--- src/design/sto_pkg.sv ---
// Shared widths and register indexes for the strided tensor offset block.
`timescale 1ns / 1ps
package sto_pkg;

  localparam int EXT_W = 16;   // extent width
  localparam int OFF_W = 32;   // stride, offset and data width
  localparam int RANK_W = 2;
  localparam int REG_W = 3;    // config index width

  typedef enum logic [REG_W-1:0] {
    REG_RANK    = 3'd0,
    REG_SIZE0   = 3'd1,
    REG_SIZE1   = 3'd2,
    REG_SIZE2   = 3'd3,
    REG_STRIDE0 = 3'd4,
    REG_STRIDE1 = 3'd5,
    REG_STRIDE2 = 3'd6,
    REG_BASE    = 3'd7
  } cfg_reg_t;

endpackage

--- src/design/sto_dim_unit.sv ---
// One tensor dimension: pipelined divide by extent, multiply by stride, accumulate.
`timescale 1ns / 1ps
module sto_dim_unit
  import sto_pkg::*;
#(
  parameter int IW = 32
) (
  input  logic             clk,
  input  logic             rst,
  input  logic             en,
  input  logic             active,
  input  logic [EXT_W-1:0] ext,
  input  logic [OFF_W-1:0] stride,
  input  logic             i_vld,
  input  logic [IW-1:0]    i_rest,
  input  logic [OFF_W-1:0] i_acc,
  output logic             o_vld,
  output logic [IW-1:0]    o_rest,
  output logic [OFF_W-1:0] o_acc
);

  localparam int SB = 4;                 // quotient bits per stage
  localparam int NS = (IW + SB - 1) / SB;
  localparam int PW = NS * SB;

  // Skip the divide when the dimension is unused or has zero extent:
  // the dividend then stays put, and comes out as the part for zero extent.
  logic hold;
  assign hold = !active || (ext == '0);

  logic             d_vld [0:NS];
  logic [EXT_W-1:0] d_rem [0:NS];
  logic [PW-1:0]    d_num [0:NS];
  logic [OFF_W-1:0] d_acc [0:NS];

  assign d_vld[0] = i_vld;
  assign d_rem[0] = '0;
  assign d_num[0] = PW'(i_rest);
  assign d_acc[0] = i_acc;

  for (genvar s = 0; s < NS; s++) begin : g_div
    logic [EXT_W-1:0] rem_next;
    logic [PW-1:0]    num_next;

    always_comb begin : p_step
      logic [EXT_W:0] t;
      logic [EXT_W-1:0] r;
      logic [PW-1:0] n;
      r = d_rem[s];
      n = d_num[s];
      t = '0;
      for (int j = 0; j < SB; j++) begin
        if (!hold) begin
          t = {r, n[PW-1]};
          n = n << 1;
          if (t >= {1'b0, ext}) begin
            t = t - {1'b0, ext};
            n[0] = 1'b1;
          end
          r = t[EXT_W-1:0];
        end
      end
      rem_next = r;
      num_next = n;
    end

    always_ff @(posedge clk) begin
      if (rst) begin
        d_vld[s+1] <= 1'b0;
      end else if (en) begin
        d_vld[s+1] <= d_vld[s];
      end
    end

    always_ff @(posedge clk) begin
      if (en) begin
        d_rem[s+1] <= rem_next;
        d_num[s+1] <= num_next;
        d_acc[s+1] <= d_acc[s];
      end
    end
  end

  // Multiply stage
  logic [OFF_W-1:0] part;
  logic             m_vld;
  logic [IW-1:0]    m_rest;
  logic [OFF_W-1:0] m_prod;
  logic [OFF_W-1:0] m_acc;

  always_comb begin
    if (!active) begin
      part = '0;
    end else if (ext == '0) begin
      part = OFF_W'(d_num[NS][IW-1:0]);
    end else begin
      part = OFF_W'(d_rem[NS]);
    end
  end

  always_ff @(posedge clk) begin
    if (rst) begin
      m_vld <= 1'b0;
    end else if (en) begin
      m_vld <= d_vld[NS];
    end
  end

  always_ff @(posedge clk) begin
    if (en) begin
      m_rest <= (active && ext == '0) ? '0 : d_num[NS][IW-1:0];
      m_prod <= OFF_W'(part * stride);
      m_acc  <= d_acc[NS];
    end
  end

  // Accumulate stage
  always_ff @(posedge clk) begin
    if (rst) begin
      o_vld <= 1'b0;
    end else if (en) begin
      o_vld <= m_vld;
    end
  end

  always_ff @(posedge clk) begin
    if (en) begin
      o_rest <= m_rest;
      o_acc  <= m_acc + m_prod;
    end
  end

`ifndef NO_ASSERTIONS
  a_rem_below_ext: assert property (@(posedge clk) disable iff (rst)
    (d_vld[NS] && !hold) |-> (d_rem[NS] < ext))
    else $error("remainder not below extent");

  a_zero_ext_rest: assert property (@(posedge clk) disable iff (rst)
    (o_vld && active && ext == '0) |-> (o_rest == '0))
    else $error("zero extent left a nonzero rest");

  a_reset_empty: assert property (@(posedge clk)
    rst |=> (!o_vld && !m_vld))
    else $error("valid survived reset");
`endif

endmodule

--- config.mk ---
export PLATFORM = sky130hd
export DESIGN_NAME = sto_dim_unit
export DESIGN_NICKNAME = d
export VERILOG_FILES = /design/src/design/sto_pkg.sv /design/src/design/sto_dim_unit.sv
export SDC_FILE = /design/constraint.sdc
export NUM_CORES = 2
export LEC_CHECK = 0
export CELL_PAD_IN_SITES_DETAIL_PLACEMENT = 0
export CELL_PAD_IN_SITES_GLOBAL_PLACEMENT = 2
export CORE_ASPECT_RATIO = 1.75
export CORE_MARGIN = 2
export CORE_UTILIZATION = 30
export DETAILED_ROUTE_END_ITERATION = 12
export DONT_BUFFER_PORTS = 1
export PLACE_DENSITY = 0.7
export SYNTH_ARGS = -nofsm -noshare
export SYNTH_HDL_FRONTEND = slang
export SYNTH_SLANG_ARGS = --single-unit
--- constraint.sdc ---
create_clock -name clk -period 17.9 [get_ports clk]
set_input_delay 0.895 -clock clk [delete_from_list [all_inputs] [get_ports clk]]
set_output_delay 0.895 -clock clk [all_outputs]
set_load 0.01 [all_outputs]
==> impl_metrics.env <==
export IMPL_status="finished, final reports clean"
export IMPL_grt_max_degree=231
export IMPL_r2r_setup_slack_ns=4.07
export IMPL_wl_per_cell_um=25.10
export IMPL_vias=61310
export IMPL_viasPerCell=5.271
export IMPL_nFillCells=26590
export IMPL_io_buffers=0
export IMPL_num_rows=245
export IMPL_cts_tree="yes"
export IMPL_mostFrequentLayoutCell="nand2_1"
export IMPL_syn_nets=9544
export IMPL_ys_seq_elements=810
export IMPL_syn_to_final_growth_pct=9.421
export IMPL_dp_hpwl_um=231300
export IMPL_worst_clock_skew_ns=0.07400
export IMPL_cts_max_path_buffers=3
export IMPL_initial_core_util_pct=30.09
export IMPL_rsz0062_at_grt="false"
export IMPL_rr_startpoint="d_rem[49]$_DFFE_PP_"
export IMPL_netlist_instances=8335
export IMPL_met1Wirelength_um=95400
export IMPL_syn_area_mm2=0.07638
export IMPL_crit_path_top_delay_cell="nor2_2"
export IMPL_synth_top_flop_cell="edfxtp_1"
export IMPL_cts_hold_buf=0
export IMPL_post_place_cells=11470
export IMPL_grt_usage_pct=22.21
export IMPL_hold_class="in2reg"
export IMPL_finalSetupTns_ns=0
export IMPL_worstSetupPathType="in2reg"
export IMPL_dr_wl_met2_um=159500
export IMPL_min_path_cells=1
export IMPL_setup_violations_final=0
export IMPL_layout_common_cells="nand2_1, edfxtp_1, inv_1, ha_1, nor2_1"
export IMPL_worst_ep_required_time_ns=18.29
export IMPL_finalHoldViolCount=0
export IMPL_nets=9436
export IMPL_yosysWarnings=0
export IMPL_cts_resized_gates=0
export IMPL_synthAdderAreaFrac_pct=22.21
export IMPL_initialDrtViolationCount=3461
export IMPL_stdcell_area_mm2=0.08357
export IMPL_die_area_mm2=0.2588
export IMPL_tightestPinTransition_ns=1.451
export IMPL_synth_top_family_by_area="adder cells"
export IMPL_gp_congestion=0.9544
export IMPL_synth_edf_count=800
export IMPL_fmax_ghz=0.07146
export IMPL_period_minus_slack_ns=13.99
export IMPL_drv_slew=0
export IMPL_end_kind="flip-flop"
export IMPL_slowest_delay_ns=0.91
export IMPL_die_h_um=671.5
export IMPL_antenna_found_initial=5
export IMPL_synth_compound_area_share_pct=16.07
export IMPL_r2r_end="d_rem[39]$_DFFE_PP_"
export IMPL_maxCapViolations=0
export IMPL_numCtsBuffers=89
export IMPL_cp_arrival_ns=14.39
export IMPL_grt_pass1_wl_um=424500
export IMPL_drt_total_wl_um=292000
export IMPL_synthMuxAreaShare_pct=2.266
export IMPL_async_reset_ff_share_pct=0
export IMPL_ff2ff_path_depth=39
export IMPL_h_tree_depth=3
export IMPL_ios=182
export IMPL_wl_met3_um=8241
export IMPL_yosysSeqAreaShare_pct=31.72
export IMPL_synth_xor_xnor_area_share_pct=5.573
export IMPL_min_from="rst"
export IMPL_yosysUniqueCellTypes=104
export IMPL_drive_above_1_share_pct=4.822
export IMPL_syn_area_per_cell_um2=9.163
export IMPL_drc=0
export IMPL_grt_pass1_vias=64840
export IMPL_die_width_um=385.4
export IMPL_clock_sinks=810
export IMPL_final_cells=11630
export IMPL_clk_latency_ns=0.76
export IMPL_cp_common_cell="ha_1"
export IMPL_top_layer="met5"
export IMPL_gr_total_overflow=0
export IMPL_startpoint_type="primary input"
export IMPL_dpl_cell_area_mm2=0.08047
export IMPL_fin_crit_sh_pct=78.18
export IMPL_post_cts_buffers=0
export IMPL_cp_max_fo=26
export IMPL_relSlewSlack_pct=3.235
export IMPL_cts_root_buf="clkbuf_16"
export IMPL_holdPathEnd="d_vld[5]$_SDFFE_PP0P_"
export IMPL_dr_pass1_iters=6
export IMPL_path_clk_slew_ns=0.06
export IMPL_utilization_pct=32.93
export IMPL_yosys_area_share_simple_pct=17.01
export IMPL_core_mm2=0.2538
export IMPL_antenna_left=0
## worst max-delay path by stage
| stage | cells after the start | end | from |
|---|---|---|---|
| after detailed placement | 44 | d_rem[39]$_DFFE_PP_ | ext[6] |
| after global routing | 44 | d_rem[39]$_DFFE_PP_ | ext[15] |
| after floorplan | 50 | d_rem[2]$_DFFE_PP_ | ext[1] |
| final | 40 | d_rem[39]$_DFFE_PP_ | ext[15] |
| after global placement | 46 | d_rem[2]$_DFFE_PP_ | ext[3] |
| after CTS | 44 | d_rem[39]$_DFFE_PP_ | ext[6] |
## stage by stage
| step | setup slack [ns] | hold WS, ns |
|---|---|---|
| 6_report | 3.906 | 0.2182 |
| 5_1_grt | 3.117 | 0.1738 |
| 4_1_cts | 4.163 | 0.1610 |
| 3_5_place_dp | 3.447 | 0.4045 |
| 3_3_place_gp | 2.900 | 0.4004 |
| 2_1_floorplan | 5.034 | 0.4003 |
## per-layer routing
metal,GRT usage [%],up-vias
li1,-,29050
met1,20.52,30080
met2,43.12,1461
met3,2.120,716
met4,18.27,2
met5,0,-
## layout make-up
type	instances	area [um^2]	area share, %
Sequential cell	810	24220	28.98
Inverter	695	2610	3.123
Tap cell	3334	4172	4.991
Clock buffer	107	2295	2.746
Clock inverter	53	807.0	0.9657
Multi-Input combinational cell	6508	48310	57.80
Antenna cell	2	5.005	0.005989
Timing Repair Buffer	123	1154	1.380
## cell families after synthesis
family | count (synthesis)
buffers and inverters | 1017
adders and majority gates | 1092
and+or+nand+nor | 2912
muxes | 169
xor gates and xnor gates | 486
AOI/OAI and AO/OA | 1849
DFF | 810
## synth_stat cells, types with 13 or more instances
library cell / count / area (um^2)
a211o_1: 26 / 227.7
a211oi_1: 87 / 653.1
a21boi_0: 16 / 120.1
a21o_1: 192 / 1441
a21oi_1: 566 / 2833
a221oi_1: 24 / 210.2
a311oi_1: 36 / 315.3
a31o_2: 23 / 201.4
a31oi_1: 91 / 569.3
a41oi_1: 13 / 113.9
and2_1: 139 / 869.6
and3_1: 79 / 494.2
buf_1: 42 / 157.7
buf_2: 71 / 355.3
clkbuf_1: 204 / 765.7
edfxtp_1: 800 / 24020
fa_1: 440 / 8808
ha_1: 652 / 8158
inv_1: 694 / 2605
mux2_2: 31 / 349.1
mux2i_1: 138 / 1381
nand2_1: 1377 / 5169
nand2b_1: 68 / 425.4
nand3_1: 164 / 820.8
nand3b_1: 13 / 97.59
nand4_1: 78 / 488.0
nor2_1: 588 / 2207
nor2b_1: 118 / 738.2
nor3_1: 155 / 775.7
nor4_1: 38 / 237.7
o2111ai_1: 15 / 131.4
o211ai_1: 41 / 307.8
o21a_1: 130 / 975.9
o21ai_0: 281 / 1406
o21bai_1: 58 / 435.4
o22ai_1: 13 / 81.33
o31a_1: 41 / 359.1
o31ai_1: 51 / 382.9
or2_2: 22 / 137.6
or3_1: 33 / 206.5
xnor2_1: 346 / 3030
xor2_1: 140 / 1226
## worst max-delay path: cells and delay by family
family | cells | cell delay [ns]
AND/OR/NAND/NOR | 11 | 4.18
adder cells (fa/ha/maj) | 4 | 1.31
multiplexers | 3 | 1.04
buffers and inverters | 3 | 1.17
AO/OA/AOI/OAI | 19 | 5.71
## state kept, by name, summed over array words and instances (netlist names)
register  count
m_vld         1
d_rem       128
o_vld         1
m_rest       32
o_rest       32
m_acc        32
d_num       256
o_acc        32
d_acc       256
m_prod       32
d_vld         8
Power is not shown: default switching activity piles up to over one toggle a cycle in this logic, so the estimate is an artifact.
